--- src/design/kabf_pkg.sv ---
// Package: shared types and constants for the angle/bias Kalman filter core.
`default_nettype none
package kabf_pkg;

    localparam int unsigned CfgIdxW = 2;
    localparam logic [CfgIdxW-1:0] CFG_Q_ANGLE = 2'd0;
    localparam logic [CfgIdxW-1:0] CFG_Q_BIAS  = 2'd1;
    localparam logic [CfgIdxW-1:0] CFG_R_MEAS  = 2'd2;

    localparam logic [30:0] RST_Q_ANGLE = 31'd268435;
    localparam logic [30:0] RST_Q_BIAS  = 31'd805306;
    localparam logic [30:0] RST_R_MEAS  = 31'd8053063;

    localparam logic OP_UPDATE = 1'b0;
    localparam logic OP_FORCE  = 1'b1;

    // datapath micro-operations
    typedef enum logic [4:0] {
        UOP_NONE  = 5'd0,
        UOP_LOAD  = 5'd1,   // latch item, rate = sat(rate - bias)
        UOP_ANG   = 5'd2,   // angle += dt*rate
        UOP_DP11  = 5'd3,   // dp11 = dt*p11
        UOP_INNER = 5'd4,
        UOP_P00   = 5'd5,
        UOP_P11   = 5'd6,   // also p01, p10
        UOP_DIVS  = 5'd7,   // start k0 division, form y
        UOP_DIVK0 = 5'd8,   // capture k0, start k1
        UOP_DIVK1 = 5'd9,
        UOP_CA    = 5'd10,  // angle += k0*y
        UOP_CB    = 5'd11,
        UOP_C00   = 5'd12,
        UOP_C01   = 5'd13,
        UOP_C10   = 5'd14,
        UOP_C11   = 5'd15,
        UOP_FORCE = 5'd16
    } t_uop;

    typedef struct packed {
        t_uop uop;
    } t_cmd;

    typedef struct packed {
        logic div_busy;
    } t_status;

    function automatic logic signed [31:0] sat32(input logic signed [65:0] v);
        if (v > 66'sd2147483647) return 32'sh7fffffff;
        if (v < -66'sd2147483648) return 32'sh80000000;
        return v[31:0];
    endfunction

    // round half up then arithmetic shift (floor of v+half)
    function automatic logic signed [65:0] rsh16(input logic signed [65:0] v);
        logic signed [65:0] w;
        w = v + 66'sd32768;
        return w >>> 16;
    endfunction

    function automatic logic signed [65:0] rsh28(input logic signed [65:0] v);
        logic signed [65:0] w;
        w = v + 66'sd134217728;
        return w >>> 28;
    endfunction

endpackage
`default_nettype wire

--- src/design/kabf_ctrl.sv ---
// Module: sequencer that steps the datapath through one filter item.
`default_nettype none
module kabf_ctrl import kabf_pkg::*; (
    input  wire     i_clk,
    input  wire     i_rst_n,
    input  wire     i_in_valid,
    output logic    o_in_ready,
    input  wire     i_op,
    output logic    o_out_valid,
    input  wire     i_out_ready,
    input  t_status i_status,
    output t_cmd    o_cmd
);
    typedef enum logic [6:0] {
        S_IDLE = 7'b0000001,
        S_PRED = 7'b0000010,
        S_DIV0 = 7'b0000100,
        S_DIV1 = 7'b0001000,
        S_CORR = 7'b0010000,
        S_OUT  = 7'b0100000,
        S_WAIT = 7'b1000000
    } t_state;

    t_state r_state, n_state;
    logic [2:0] r_step, n_step;
    logic w_acc;

    assign o_in_ready = (r_state == S_IDLE);
    assign o_out_valid = (r_state == S_OUT);
    assign w_acc = i_in_valid && o_in_ready;

    always_comb begin
        n_state = r_state;
        n_step  = r_step;
        o_cmd.uop = UOP_NONE;
        unique case (r_state)
            S_IDLE: if (w_acc) begin
                if (i_op == OP_FORCE) begin
                    o_cmd.uop = UOP_FORCE; n_state = S_OUT;
                end else begin
                    o_cmd.uop = UOP_LOAD; n_state = S_PRED; n_step = '0;
                end
            end
            S_PRED: begin
                case (r_step)
                    3'd0: o_cmd.uop = UOP_ANG;
                    3'd1: o_cmd.uop = UOP_DP11;
                    3'd2: o_cmd.uop = UOP_INNER;
                    3'd3: o_cmd.uop = UOP_P00;
                    3'd4: o_cmd.uop = UOP_P11;
                    default: o_cmd.uop = UOP_DIVS;
                endcase
                n_step = r_step + 3'd1;
                if (r_step == 3'd5) begin
                    n_state = S_WAIT; n_step = '0;
                end
            end
            S_WAIT: n_state = S_DIV0;
            S_DIV0: if (!i_status.div_busy) begin
                o_cmd.uop = UOP_DIVK0; n_state = S_DIV1;
            end
            S_DIV1: if (!i_status.div_busy) begin
                o_cmd.uop = UOP_DIVK1; n_state = S_CORR; n_step = '0;
            end
            S_CORR: begin
                case (r_step)
                    3'd0: o_cmd.uop = UOP_CA;
                    3'd1: o_cmd.uop = UOP_CB;
                    3'd2: o_cmd.uop = UOP_C00;
                    3'd3: o_cmd.uop = UOP_C01;
                    3'd4: o_cmd.uop = UOP_C10;
                    default: o_cmd.uop = UOP_C11;
                endcase
                n_step = r_step + 3'd1;
                if (r_step == 3'd5) n_state = S_OUT;
            end
            S_OUT: if (i_out_ready) n_state = S_IDLE;
            default: n_state = S_IDLE;
        endcase
    end

    always_ff @(posedge i_clk) begin
        if (!i_rst_n) begin
            r_state <= S_IDLE;
            r_step  <= '0;
        end else begin
            r_state <= n_state;
            r_step  <= n_step;
        end
    end

    a_no_accept_busy: assert property (@(posedge i_clk) disable iff (!i_rst_n)
        (r_state != S_IDLE) |-> !o_in_ready) else $error("ready while busy");
    a_out_hold: assert property (@(posedge i_clk) disable iff (!i_rst_n)
        (o_out_valid && !i_out_ready) |=> o_out_valid) else $error("result dropped");
    a_onehot: assert property (@(posedge i_clk) disable iff (!i_rst_n)
        $onehot(r_state)) else $error("state not one-hot");
endmodule
`default_nettype wire

--- config.mk ---
export PLATFORM = sky130hd
export DESIGN_NAME = kabf_ctrl
export DESIGN_NICKNAME = d
export VERILOG_FILES = /design/src/design/kabf_pkg.sv /design/src/design/kabf_ctrl.sv
export SDC_FILE = /design/constraint.sdc
export NUM_CORES = 1
export LEC_CHECK = 0
export BUFFER_PORTS_ARGS = -buffer_cell sky130_fd_sc_hd__buf_2
export CORE_AREA = 2 2 43 53
export CTS_CLUSTER_DIAMETER = 80
export CTS_CLUSTER_SIZE = 14
export DETAILED_ROUTE_END_ITERATION = 12
export DIE_AREA = 0 0 45 55
export MAX_ROUTING_LAYER = met4
export PLACE_DENSITY = 0.78
export SYNTH_ARGS = -nofsm -noshare
export SYNTH_HDL_FRONTEND = slang
export SYNTH_SLANG_ARGS = --single-unit
export TNS_END_PERCENT = 1
--- constraint.sdc ---
create_clock -name i_clk -period 1.85 [get_ports i_clk]
set_input_delay 0 -clock i_clk [delete_from_list [all_inputs] [get_ports i_clk]]
set_output_delay 0 -clock i_clk [all_outputs]
set_load 0.03 [all_outputs]
# Yosys cells after proc, flatten, opt, wreduce, memory -nomap -nowiden
# Cells that the tools add are included.
dict set report word_totals {
  mem_bits_rw 0
  word_cells 47
  romBits 0
  reg_bits 10
  out_inout_bits 7
  mem_count 0
  latch_bits 0
}
dict set report classes {
  muxes 20
  bitwise 0
  n_reduce_logical 5
  order_cmp 0
  n_addsub 1
  div 0
  mul 0
  shift 0
  n_eq_ne 19
}
# cell n
set op_table {}
lappend op_table {{$pmux W7 S7} 1}
lappend op_table {{$mux W7} 6}
lappend op_table {{$pmux W3 S5} 2}
lappend op_table {{$pmux W5 S5} 1}
lappend op_table {{$mux W3} 4}
lappend op_table {{$pmux W3 S4} 1}
lappend op_table {{$mux W5} 2}
lappend op_table {{$ne A2 B2 Y1 const B} 5}
lappend op_table {{$mux W4} 2}
lappend op_table {{$eq A7 B1 Y1 const B} 1}
lappend op_table {{$eq A7 B2 Y1 const B} 1}
lappend op_table {{$eq A7 B3 Y1 const B} 1}
lappend op_table {{$eq A7 B4 Y1 const B} 1}
lappend op_table {{$eq A7 B5 Y1 const B} 1}
lappend op_table {{$eq A7 B6 Y1 const B} 1}
lappend op_table {{$eq A7 B7 Y1 const B} 1}
lappend op_table {{$eq A3 B2 Y1 const B} 2}
lappend op_table {{$eq A3 B3 Y1 const B} 2}
lappend op_table {{$mux W6} 1}
lappend op_table {{$reduce_and A6 Y1} 1}
lappend op_table {{$ne A2 B1 Y1 const B} 2}
lappend op_table {{$reduce_and A4 Y1} 1}
lappend op_table {{$reduce_bool A4 Y1} 1}
lappend op_table {{$add A3 B1 Y3 const B} 1}
lappend op_table {{3 further kinds} 3}

# Logic depth before layout (Yosys ltp)
# Gate-level depths: netlist (run 1).
dict set report logic_depth {
  word_depth 4
  ltp_mapped 7
  ltp_nobuf 7
}

# Worst setup path before layout (run 1)
# No wires, ideal clock.
dict set report synth_path {
  path_kind {reg2out}
  from {register r_state[2]}
  to {output o_cmd[3] (netlist name)}
  stages_incl_launch_ff 6
  required_ns 1.850
  t_arrival_ns 1.535
  n_path_buf 1
  path_slack_ns 0.315
  path_cell_list {dfxtp_1 -> buf_6 -> nor2_4 -> nand2_1 -> o31a_1 -> nor3b_1}
}
# item line
set synth_lines {}
lappend synth_lines {{start, declared} kabf_ctrl.sv:24} ;# t_state r_state, n_state;
lappend synth_lines {{start signal, assigned} kabf_ctrl.sv:87} ;# r_state <= n_state;
lappend synth_lines {{end, declared} kabf_ctrl.sv:12} ;# output t_cmd o_cmd

==> results of run 1 <==
## registers in the layout, summed over array words and instances, names as in the netlist
register,flops
r_state,7
r_step,3
## kinds of logic after synthesis
logic type,count (synthesis),share of synthesized area
buffers and inverters,13,0.103
muxes,2,0.0209
adders and majority gates,5,0.0653
AOI/OAI and AO/OA,22,0.174
and+or+nand+nor,54,0.410
DFF,10,0.209
xor gates and xnor gates,2,0.0183
## synthesized netlist by cell type, types with 2 or more instances
master,count
sky130_fd_sc_hd__nor2_1,11
sky130_fd_sc_hd__dfxtp_1,10
sky130_fd_sc_hd__nand2_1,8
sky130_fd_sc_hd__buf_6,6
sky130_fd_sc_hd__a21oi_1,5
sky130_fd_sc_hd__ha_1,5
sky130_fd_sc_hd__inv_1,4
sky130_fd_sc_hd__nand3_1,4
sky130_fd_sc_hd__nor3_1,4
sky130_fd_sc_hd__o22ai_1,4
sky130_fd_sc_hd__and3_1,2
sky130_fd_sc_hd__mux2i_1,2
sky130_fd_sc_hd__nand3b_1,2
sky130_fd_sc_hd__nand4_1,2
sky130_fd_sc_hd__nor3_4,2
sky130_fd_sc_hd__nor3b_1,2
sky130_fd_sc_hd__o21ai_1,2
## final cells by class
cell class / count / area [µm²] / area share
Multi-Input combinational cell: 85 / 664 / 0.654
Sequential cell: 10 / 204 / 0.201
Clock buffer: 4 / 36.3 / 0.0357
Timing Repair Buffer: 13 / 67.6 / 0.0665
Inverter: 5 / 18.8 / 0.0185
Tap cell: 20 / 25.0 / 0.0246
## metrics by stage
stage	cell area, µm²	instances	hold WS, ns	setup slack [ns]
after global placement	971	133	0.293	0.264
after floorplan	958	108	0.158	0.315
after detailed placement	971	133	0.294	0.212
after global routing	1020	137	0.0179	0.0124
final	1020	137	0.0175	0.123
after CTS	1010	137	0.00570	0.0483
## power by group
part | internal [W] | switching [W]
clock network | 0.000120 | 0.0000882
logic | 0.0000935 | 0.000117
registers | 0.000226 | 0.0000342
## timing repair
action,in CTS,in global routing
gates resized for setup,2,2
pin swaps,0,0
setup endpoints to repair,1,1
## critical path: cells and delay by family (launching register included)
family | cells | cell delay, ns
AND/OR/NAND/NOR | 4 | 0.81
buffers and inverters | 1 | 0.19
flip-flops | 1 | 0.45
## final timing paths
check | to | slack [ns] | cells after the start
setup / recovery | o_cmd[0] | 0.12 | 5
hold / removal | r_state[0] | 0.02 | 2
setup reg to reg | r_state[0] | 0.29 | 4
hold reg to reg | r_step[2] | 0.51 | 2
## metal layers
layer,vias to the layer above,track usage,share of wire
li1,413,-,-
met1,379,0.195,0.43
met2,20,0.340,0.52
met3,5,0.0390,0.033
met4,0,0.0980,0.017
met5,-,-,0
==> results, run 1 <==
- The run finished with clean final reports.
- The area growth from synthesis to layout is 6.00%.
- The portion of the post-synthesis area used by sequential elements is 0.209.
- The die is 45 µm wide.
- The share of the clock period used by the worst path is 0.934.
- The per-instance average area after synthesis is 8.87 µm².
- The clock root buffer is sky130_fd_sc_hd__clkbuf_4.
- The worst endpoint required time is 1.85 ns.
- The signal on the critical path passes through nor2b_1 > nand3_1 > or2_2 > nand3b_1 > buf_2.
- The number of levels in the clock H-tree is 1.
- The path class of the lowest-slack min-delay path is in -> reg.
- The cell count after synthesis came out at 108.
- The share of the core filled with cells is 0.513.
- The initial cell density of the core is 0.484.
- Clock skew on the completed layout was measured at 0.00447 ns.
- The critical path startpoint category is a flip-flop.
- Entering global routing, the biggest net connects 12 pins.
- The via count of the first global-routing pass is 771.
- Dividing total power by cell area gives a power density of 668 nW/µm².
- The number of sinks driven by the clock tree is 10.
- The slowest library cell on the worst path is sky130_fd_sc_hd__dfxtp_2.
- In the layout the commonest cells are sky130_fd_sc_hd__buf_2, sky130_fd_sc_hd__nor2_1, sky130_fd_sc_hd__nand2_1.
- The worst voltage drop across the vdd grid is 0.515 mV.
- The count of unique library cells instantiated by Yosys is 50.
- After legalization and detailed placement, the total HPWL measured 1560 µm.
- In the routed design, unresolved DRC markers number 0.
- Clock tree synthesis inserted a total of 3 buffers.
- The number of antenna violations at the first check in global routing came to 0.
- The startpoint of the most critical register-to-register path is r_state[2].
- The maximum fanout count along the critical path is 8.
- The leading cell type in the layout, fill and taps excluded is sky130_fd_sc_hd__buf_2.
- At the pin with the least slew margin, the transition time is 0.461 ns.
- The fraction of final layout cells sized beyond drive strength 1 is 0.325.
- The synthesized design contains 0 enable-type register cells.
- The filler cell count in the final layout is 201.
- Row generation in the floorplan step produced 18 rows.
- The detailed-route vias per instance is 5.96.
- STA classifies the critical path endpoint as a primary output.
- Post-CTS timing repair inserted 0 buffers for setup.
- The post-synthesis net count is 119.
- Of the post-synthesis cell area, the dominant cell type holds 0.209.
- The clock tree from TritonCTS is built.
- The count of synthesis-stage warnings from yosys is 0.
- The count of state elements after synthesis is 10.
- The overall power is 0.000678 W.
- The vias after detailed routing is 817.
- The final estimated routing congestion in global placement is 0.851.
- Based on the critical path, the design can be clocked at up to 0.579 GHz.
- The clock network latency to the later pin of the worst-skew pair is 0.28 ns.
- The count of input and output buffers is 12.
- For the finished layout, the period the worst path requires is 1.73 ns.
- The residual antenna-violating net count after detailed routing is 0.
- For this run, the total global-route usage over all layers was measured as 0.190.
- For this run, the leading register cell type out of synthesis is sky130_fd_sc_hd__dfxtp_1.
- The count of routing violations after the opening detailed-route iteration is 10.
- The first TritonRoute pass finished after 4 iterations.
- The critical path arrival is 1.73 ns.
- The longest individual stage delay on the worst path is 0.45 ns.
- The max capacitance violation total is 0.
- The first global-routing pass estimated 3280 µm of wire.
- The total die area is 2480 µm².
- 0 antenna diodes ended up in the layout.
- Measured along the y axis, the die boundary spans 55 µm.
- After clock tree synthesis, the clock-pin slew on the worst setup and hold paths is 0.08 ns.
- The area of the core region is 1980 µm².
- Headroom to the max-slew limit came out at 0.692.
- After detailed routing, the average wire length per cell comes to 14.5 µm.
- The setup TNS after final layout is 0 ns.
- Setup repair after global routing left no endpoint under its margin.
- The number of pins exceeding their max-slew limit in the final report came to 0.
- No sink is reached through more buffers than the 2 on the longest clock path.
- The netlist area before placement is 958 µm².
- The hold violation count in the final report is 0.
- For this run the aggregate overflow at the end of global routing stands at 0.
- The setup violation total in the final timing report is 0.
- In the final design database the tool counted 129 nets.
- The static leakage is 0.396 nW.
- The worst setup path startpoint is r_state[3].
- The fraction of registers with async set/reset is 0.
- The routed design has 1990 µm of wire.
- Ranked by total cell area, the synthesized netlist is headed by sky130_fd_sc_hd__dfxtp_1, sky130_fd_sc_hd__buf_6, sky130_fd_sc_hd__ha_1.
- For this design, the CTS-stage hold fixing added 0 buffers.
- Summed over all instances, the cell type with the most area after synthesis is sky130_fd_sc_hd__dfxtp_1.
- The number of top-level pins is 13.
- In this run the most critical hold path is launched from i_rst_n.
- The critical path class is reg -> out.
Power figures use the tool's default switching activity.
==> inputs of run 2 (changes only) <==
--- a/config.mk
+++ b/config.mk
@@ -5,7 +5,7 @@
 export SDC_FILE = /design/constraint.sdc
 export NUM_CORES = 1
 export LEC_CHECK = 0
-export BUFFER_PORTS_ARGS = -buffer_cell sky130_fd_sc_hd__buf_2
+export BUFFER_PORTS_ARGS = -buffer_cell sky130_fd_sc_hd__buf_4
 export CORE_AREA = 2 2 43 53
 export CTS_CLUSTER_DIAMETER = 80
 export CTS_CLUSTER_SIZE = 14
==> run 2 against run 1 <==
Routed wire length shrank 4.0%. Clock skew shrank 0.0030 ns. Register-to-register slack lost 0.08 ns. Clock power shrank 3%. Maximum frequency grew 2.2%. Cell count grew 0.73%. Sequential power is essentially flat. Critical path type unchanged. Largest power group unchanged. Highest routed layer unchanged.
==> results, run 2 (synthesis results as in run 1) <==
- The total non-filler cell area in the finished layout came to 1060 µm² (+3.9%).
- The max capacitance violation total is 0 (unchanged).
- The area of the core region is 1980 µm² (unchanged).
- The vias after detailed routing is 805 (-1.5%).
- The count of cells along the worst register-to-register path came to 4 (unchanged).
- The static leakage is 0.405 nW (+2.4%).
- The headroom to the max-slew limit is 0.651 (-0.0413).
- The critical path startpoint category is a flip-flop.
- The critical hold path startpoint is i_in_valid.
- The number of pins exceeding their max-slew limit in the final report was 0 (unchanged).
- The maximum clock skew at final layout is 0.00145 ns (-0.00302 ns).
- STA classifies the critical path endpoint as a primary output.
- The clock root buffer is sky130_fd_sc_hd__clkbuf_4.
- The number of levels in the clock H-tree was 1 (unchanged).
- The maximum fanout count along the critical path is 8 (unchanged).
- The number of flip-flops in the largest register is 7 (unchanged).
- The final HPWL from detailed placement is 1480 µm (-5.0%).
- The worst hold path belongs to the class in -> reg.
- The highest attainable clock frequency is 0.592 GHz (+2.2%).
- From synthesis to final layout, the design area changed by 10.2%.
- The flow ran to the end, and the final reports show no timing, DRC or antenna violations.
- The number of top-level pins is 13 (unchanged).
- The critical path class is reg -> out.
- The number of stages on the worst hold path was 2 (unchanged).
- The fraction of final layout cells sized beyond drive strength 1 is 0.322 (-0.00275).
- The residual antenna-violating net count after detailed routing is 0 (unchanged).
- The placed cell area came to 1000 µm² (+3.1%).
- In the layout the commonest cells are sky130_fd_sc_hd__buf_4, sky130_fd_sc_hd__nor2_1, sky130_fd_sc_hd__nand2_1.
- The placement row count is 18 (unchanged).
- The count of antenna diodes in the layout is 0 (unchanged).
- The reg-to-reg setup timing slack is 0.21 ns (-0.08 ns).
- The pre-CTS worst setup slack is 0.210 ns (-0.00195 ns).
- The count of routing violations after the opening detailed-route iteration is 8 (-2).
- The per-cell routed wire length is 13.8 µm (-4.7%).
- For hold timing, the worst endpoint is r_state[0].
- The total instance count after detailed placement is 133 (unchanged).
- The share of the clock period used by the worst path is 0.913 (-0.0205).
- The worst voltage drop across the vdd grid is 0.394 mV (-23%).
- Setup repair after global routing left no endpoint under its margin.
- The via count of the first global-routing pass is 772 (+0.13%).
- The largest registers in the layout are r_state x7, r_step x3.
- The first-pass iteration count of the detailed router is 4 (unchanged).
- The setup TNS after final layout is 0 ns (unchanged).
- The global-route usage over all layers is 0.189 (-0.00139).
- The worst endpoint required time is 1.85 ns (about the same).
- TritonCTS built the clock tree.
- The clock network latency to the later pin of the worst-skew pair is 0.27 ns (about the same).
- The non-filler instance count after layout came to 138 (+0.73%).
- The count of input and output buffers is 12 (unchanged).
- The worst-margin pin slew is 0.517 ns (+0.0556 ns).
- The critical path arrival is 1.69 ns (-0.04 ns).
- The capture instance of the worst register-to-register path is r_state[0].
- The first-pass GRT wire length is 3240 µm (-1.2%).
- The aggregate global routing overflow is 0 (unchanged).
- The power density of the placed cells came to 647 nW/µm² (-3.1%).
- The hold violation count in the final report is 0 (unchanged).
- The register containing the most flip-flops in the final layout is r_state.
- The maximum buffer depth of the clock tree is 2 (unchanged).
- The maximum number of pins on one net before global-route repair is 12 (unchanged).
- The filler cell count in the final layout came to 194 (-3.5%).
- The total die area came to 2480 µm² (unchanged).
- The net count reported at finish is 130 (+0.78%).
- The worst setup slack after layout is 0.160 ns (+0.0378 ns).
- The number of sinks driven by the clock tree came to 10 (unchanged).
- The number of buffers inserted to repair setup after CTS is 0 (unchanged).
- The horizontal die dimension was 45 µm (unchanged).
- The die height is 55 µm (unchanged).
- The detailed-route DRC error count is 0 (unchanged).
- The startpoint of the most critical register-to-register path is r_state[2].
- The final wirelength is 1910 µm (-4.0%).
- The total clock buffers created by CTS is 3 (unchanged).
- The final estimated routing congestion in global placement is 0.857 (+0.80%).
- The clock input transition at the sequential cells of the worst setup and hold paths is 0.07 ns (about the same).
- The leading cell type in the layout, fill and taps excluded is sky130_fd_sc_hd__buf_4.
- The post-route minimum period is 1.69 ns (-0.0378 ns).
- The initial cell density of the core is 0.484 (unchanged).
- The setup violation total in the final timing report was 0 (unchanged).
- The number of antenna violations at the first check in global routing is 0 (unchanged).
- The detailed-route vias per instance is 5.83 (-2.2%).
run 2: cell types whose count changed in the layout (fill, tap and decap cells not counted), sizes merged:
cell	before	now
dlygate4sd3	0	1
run 2: critical path, stage by stage, from the launching register on:
cell and delay [ns]:
sky130_fd_sc_hd__dfxtp_2 0.45, sky130_fd_sc_hd__nor2b_1 0.27, sky130_fd_sc_hd__nand3_1 0.13, sky130_fd_sc_hd__or2_2 0.30
sky130_fd_sc_hd__nand3b_1 0.10, sky130_fd_sc_hd__buf_4 0.16
run 2: cell type report:
type / count / area [µm²] / area share
clock buffer: 4 / 36.3 / 0.0344
sequential: 10 / 204 / 0.193
multi-input combinational: 85 / 664 / 0.629
timing repair buffer: 14 / 108 / 0.102
tap: 20 / 25.0 / 0.0237
inverter: 5 / 18.8 / 0.0178
run 2: what timing repair did:
| item | 4_1_cts | 5_1_grt |
|---|---|---|
| resized for setup | 1 | 3 |
| pin swaps | 0 | 0 |
| setup endpoints to repair | 1 | 2 |
| hold endpoints to repair | 1 | 0 |
| hold buffers | 1 | 0 |
run 2: how the worst max path moves through the flow:
stage / startpoint / to / slack, ns / depth (start not counted)
after global routing: r_state[3] / o_cmd[0] / 0.05 / 5
after global placement: r_state[5] / r_state[5] / 0.25 / 5
after CTS: r_state[3] / o_cmd[0] / 0.06 / 5
final: r_state[3] / o_cmd[0] / 0.16 / 5
after detailed placement: r_state[3] / r_state[0] / 0.21 / 4
after floorplan: r_state[2] / o_cmd[3] / 0.31 / 5
run 2: where the power goes:
| group | total [W] | switching, W | internal [W] |
|---|---|---|---|
| Clock | 0.000201 | 0.0000817 | 0.000120 |
| Sequential | 0.000259 | 0.0000332 | 0.000226 |
| Combinational | 0.000223 | 0.000117 | 0.000105 |
| Total | 0.000683 | 0.000232 | 0.000451 |
run 2: metrics by stage:
stage	power [W]	hold slack (ns)	utilization
2_1_floorplan	0.000440	0.158	-
3_3_place_gp	0.000480	0.261	0.505
3_5_place_dp	0.000483	0.275	0.505
4_1_cts	0.000686	0.0187	0.531
5_1_grt	0.000725	0.00932	0.533
6_report	0.000683	0.0200	0.533
run 2: metal layers:
| layer | global-route usage | vias to the layer above | routed length, µm |
|---|---|---|---|
| met5 | - | - | 0 |
| met4 | 0.0882 | 0 | 16 |
| met3 | 0.0390 | 2 | 70 |
| met2 | 0.324 | 17 | 1010 |
| met1 | 0.209 | 373 | 814 |
| li1 | - | 413 | - |
==> inputs of run 3 (changes only) <==
--- a/config.mk
+++ b/config.mk
@@ -13,6 +13,7 @@
 export DIE_AREA = 0 0 45 55
 export MAX_ROUTING_LAYER = met4
 export PLACE_DENSITY = 0.78
+export RECOVER_POWER = 100
 export SYNTH_ARGS = -nofsm -noshare
 export SYNTH_HDL_FRONTEND = slang
 export SYNTH_SLANG_ARGS = --single-unit
==> run 3 against run 2 <==
Critical path depth stayed put. Largest power group unchanged. Largest cell class unchanged. Global-route usage stayed put. Total power is 1.1% lower. Die area stayed put. Sequential power hardly changed. Routed wire length is 0.16% higher.
==> results, run 3 (synthesis results as in run 1) <==
- The number of pins exceeding their max-slew limit in the final report is 0 (unchanged).
- The worst endpoint required time is 1.85 ns (about the same).
- The count of antenna diodes in the layout is 0 (unchanged).
- The hold violation count in the final report is 0 (unchanged).
- The global-route usage over all layers came to 0.189 (unchanged).
- The path class of the tightest hold or removal check is in -> reg.
- The post-route minimum period is 1.69 ns (-0.0000870 ns).
- The first-pass iteration count of the detailed router is 4 (unchanged).
- The die height is 55 µm (unchanged).
- The first-pass GRT wire length came to 3240 µm (unchanged).
- The worst setup path is captured at a primary output.
- The maximum number of pins on one net before global-route repair is 12 (unchanged).
- The max capacitance violation total is 0 (unchanged).
- The share of the clock period used by the worst path was 0.913 (about the same).
- The area growth from synthesis to layout is 7.57%.
- The static leakage was 0.389 nW (-3.9%).
- In the layout the commonest cells are sky130_fd_sc_hd__nor2_1, sky130_fd_sc_hd__buf_4, sky130_fd_sc_hd__nand2_1.
- The filler cell count in the final layout is 203 (+4.6%).
- The multi-input logic area was 648 µm² (-2.4%).
- The horizontal die dimension is 45 µm (unchanged).
- The final estimated routing congestion in global placement is 0.857 (unchanged).
- The via count of the first global-routing pass is 772 (unchanged).
- The non-filler instance count after layout was 138 (unchanged).
- The detailed-route vias per instance was 5.80 (-0.62%).
- The residual antenna-violating net count after detailed routing is 0 (unchanged).
- The setup violation total in the final timing report came to 0 (unchanged).
- The net count reported at finish is 130 (unchanged).
- The maximum clock skew at final layout is 0.000429 ns (-0.00102 ns).
- The number of sinks driven by the clock tree is 10 (unchanged).
- The vias after detailed routing is 800 (-0.62%).
- The area occupied by registers is 204 µm² (unchanged).
- The highest metal layer with signal wires is met4.
- The total clock buffers created by CTS is 3 (unchanged).
- The worst voltage drop across the vdd grid is 0.393 mV (-0.24%).
- The number of buffers inserted to repair setup after CTS is 0 (unchanged).
- The clock input transition at the sequential cells of the worst setup and hold paths is 0.07 ns (about the same).
- The headroom to the max-slew limit was 0.647 (-0.00379).
- The number of antenna violations at the first check in global routing is 0 (unchanged).
- The total die area was 2480 µm² (unchanged).
- The number of top-level pins is 13 (unchanged).
- The highest attainable clock frequency is 0.592 GHz (about the same).
- The critical path startpoint category is a flip-flop.
- Clock tree synthesis selected as its root buffer the cell sky130_fd_sc_hd__clkbuf_4.
- The fraction of final layout cells sized beyond drive strength 1 is 0.288 (-0.0339).
- The register containing the most flip-flops in the final layout is r_state.
- The count of routing violations after the opening detailed-route iteration is 15 (+7).
- The setup TNS after final layout is 0 ns (unchanged).
- The critical path class is reg -> out.
- The run finished with clean final reports.
- The number of levels in the clock H-tree is 1 (unchanged).
- The clock network latency to the later pin of the worst-skew pair is 0.27 ns (about the same).
- The maximum buffer depth of the clock tree is 2 (unchanged).
- TritonCTS built the clock tree.
- The per-cell routed wire length was 13.8 µm (+0.16%).
- The aggregate global routing overflow is 0 (unchanged).
- The worst-margin pin slew is 0.525 ns (+0.00790 ns).
- The count of input and output buffers is 12 (unchanged).
- The power density of the placed cells is 655 nW/µm² (+1.3%).
- The total instance count after detailed placement is 133 (unchanged).
- The detailed-route DRC error count came to 0 (unchanged).
- The wire length on met2 was 1010 µm (about the same).
- The initial cell density of the core is 0.484 (unchanged).
- The tightest hold margin was 0.0204 ns (+0.000350 ns).
- The leading cell type in the layout, fill and taps excluded is sky130_fd_sc_hd__nor2_1.
- The area of the core region is 1980 µm² (unchanged).
- The wire length the detailed router placed on met1 is 833 µm (+2.3%).
- The final wirelength is 1910 µm (+0.16%).
- The met3 wirelength from detailed routing is 54 µm (-23%).
- In the final layout, the registers with the most flip-flops are r_state x7, r_step x3.
- The placement row count was 18 (unchanged).
- The critical path arrival is 1.69 ns (about the same).
- The final HPWL from detailed placement is 1480 µm (unchanged).
- The number of flip-flops in the largest register was 7 (unchanged).
- The maximum fanout count along the critical path is 8 (unchanged).
- Setup repair after global routing left no endpoint under its margin.
run 3: layout make-up:
class / count / area share
Tap cell: 20 / 0.0243
Sequential cell: 10 / 0.198
Multi-Input combinational cell: 85 / 0.629
Inverter: 5 / 0.0182
Timing Repair Buffer: 14 / 0.0959
Clock buffer: 4 / 0.0352
run 3: per-stage QoR:
step / worst slack, ns / utilization / cell area, µm² / power, W
2_1_floorplan: 0.315 / - / 958 / 0.000440
3_3_place_gp: 0.245 / 0.505 / 1000 / 0.000480
3_5_place_dp: 0.210 / 0.505 / 1000 / 0.000483
4_1_cts: 0.0568 / 0.531 / 1050 / 0.000686
5_1_grt: 0.0410 / 0.520 / 1030 / 0.000716
6_report: 0.161 / 0.520 / 1030 / 0.000676
run 3: power breakdown:
group          switching, W  leakage, nW  internal (W)
clock             0.0000829       0.0210      0.000120
sequential        0.0000317       0.0825      0.000226
combinational      0.000115        0.286      0.000100
run 3: path summary, 6_finish.rpt:
kind | endpoint | slack (ns) | from | depth (start not counted)
worst min-delay path | r_state[0] | 0.02 | i_in_valid | 2
worst min register to register | r_step[2] | 0.50 | r_step[2] | 2
worst max register to register | r_state[0] | 0.17 | r_state[2] | 4
worst max-delay path | o_cmd[0] | 0.16 | r_state[3] | 5
run 3: layer usage:
layer | vias up | track usage
li1 | 415 | -
met1 | 370 | 0.209
met2 | 13 | 0.324
met3 | 2 | 0.0390
met4 | 0 | 0.0882
met5 | - | -
run 3: timing repair:
action | 4_1_cts | 5_1_grt
hold buffers | 1 | 0
gates resized for setup | 1 | 3
endpoints found under the hold margin | 1 | 0
setup endpoints to repair | 1 | 2
run 3: critical path, stage by stage, from the launching register on:
cell and delay, ns:
sky130_fd_sc_hd__dfxtp_2 0.45, sky130_fd_sc_hd__nor2b_1 0.27, sky130_fd_sc_hd__nand3_1 0.13, sky130_fd_sc_hd__or2_2 0.31
sky130_fd_sc_hd__nand3b_1 0.10, sky130_fd_sc_hd__buf_4 0.16
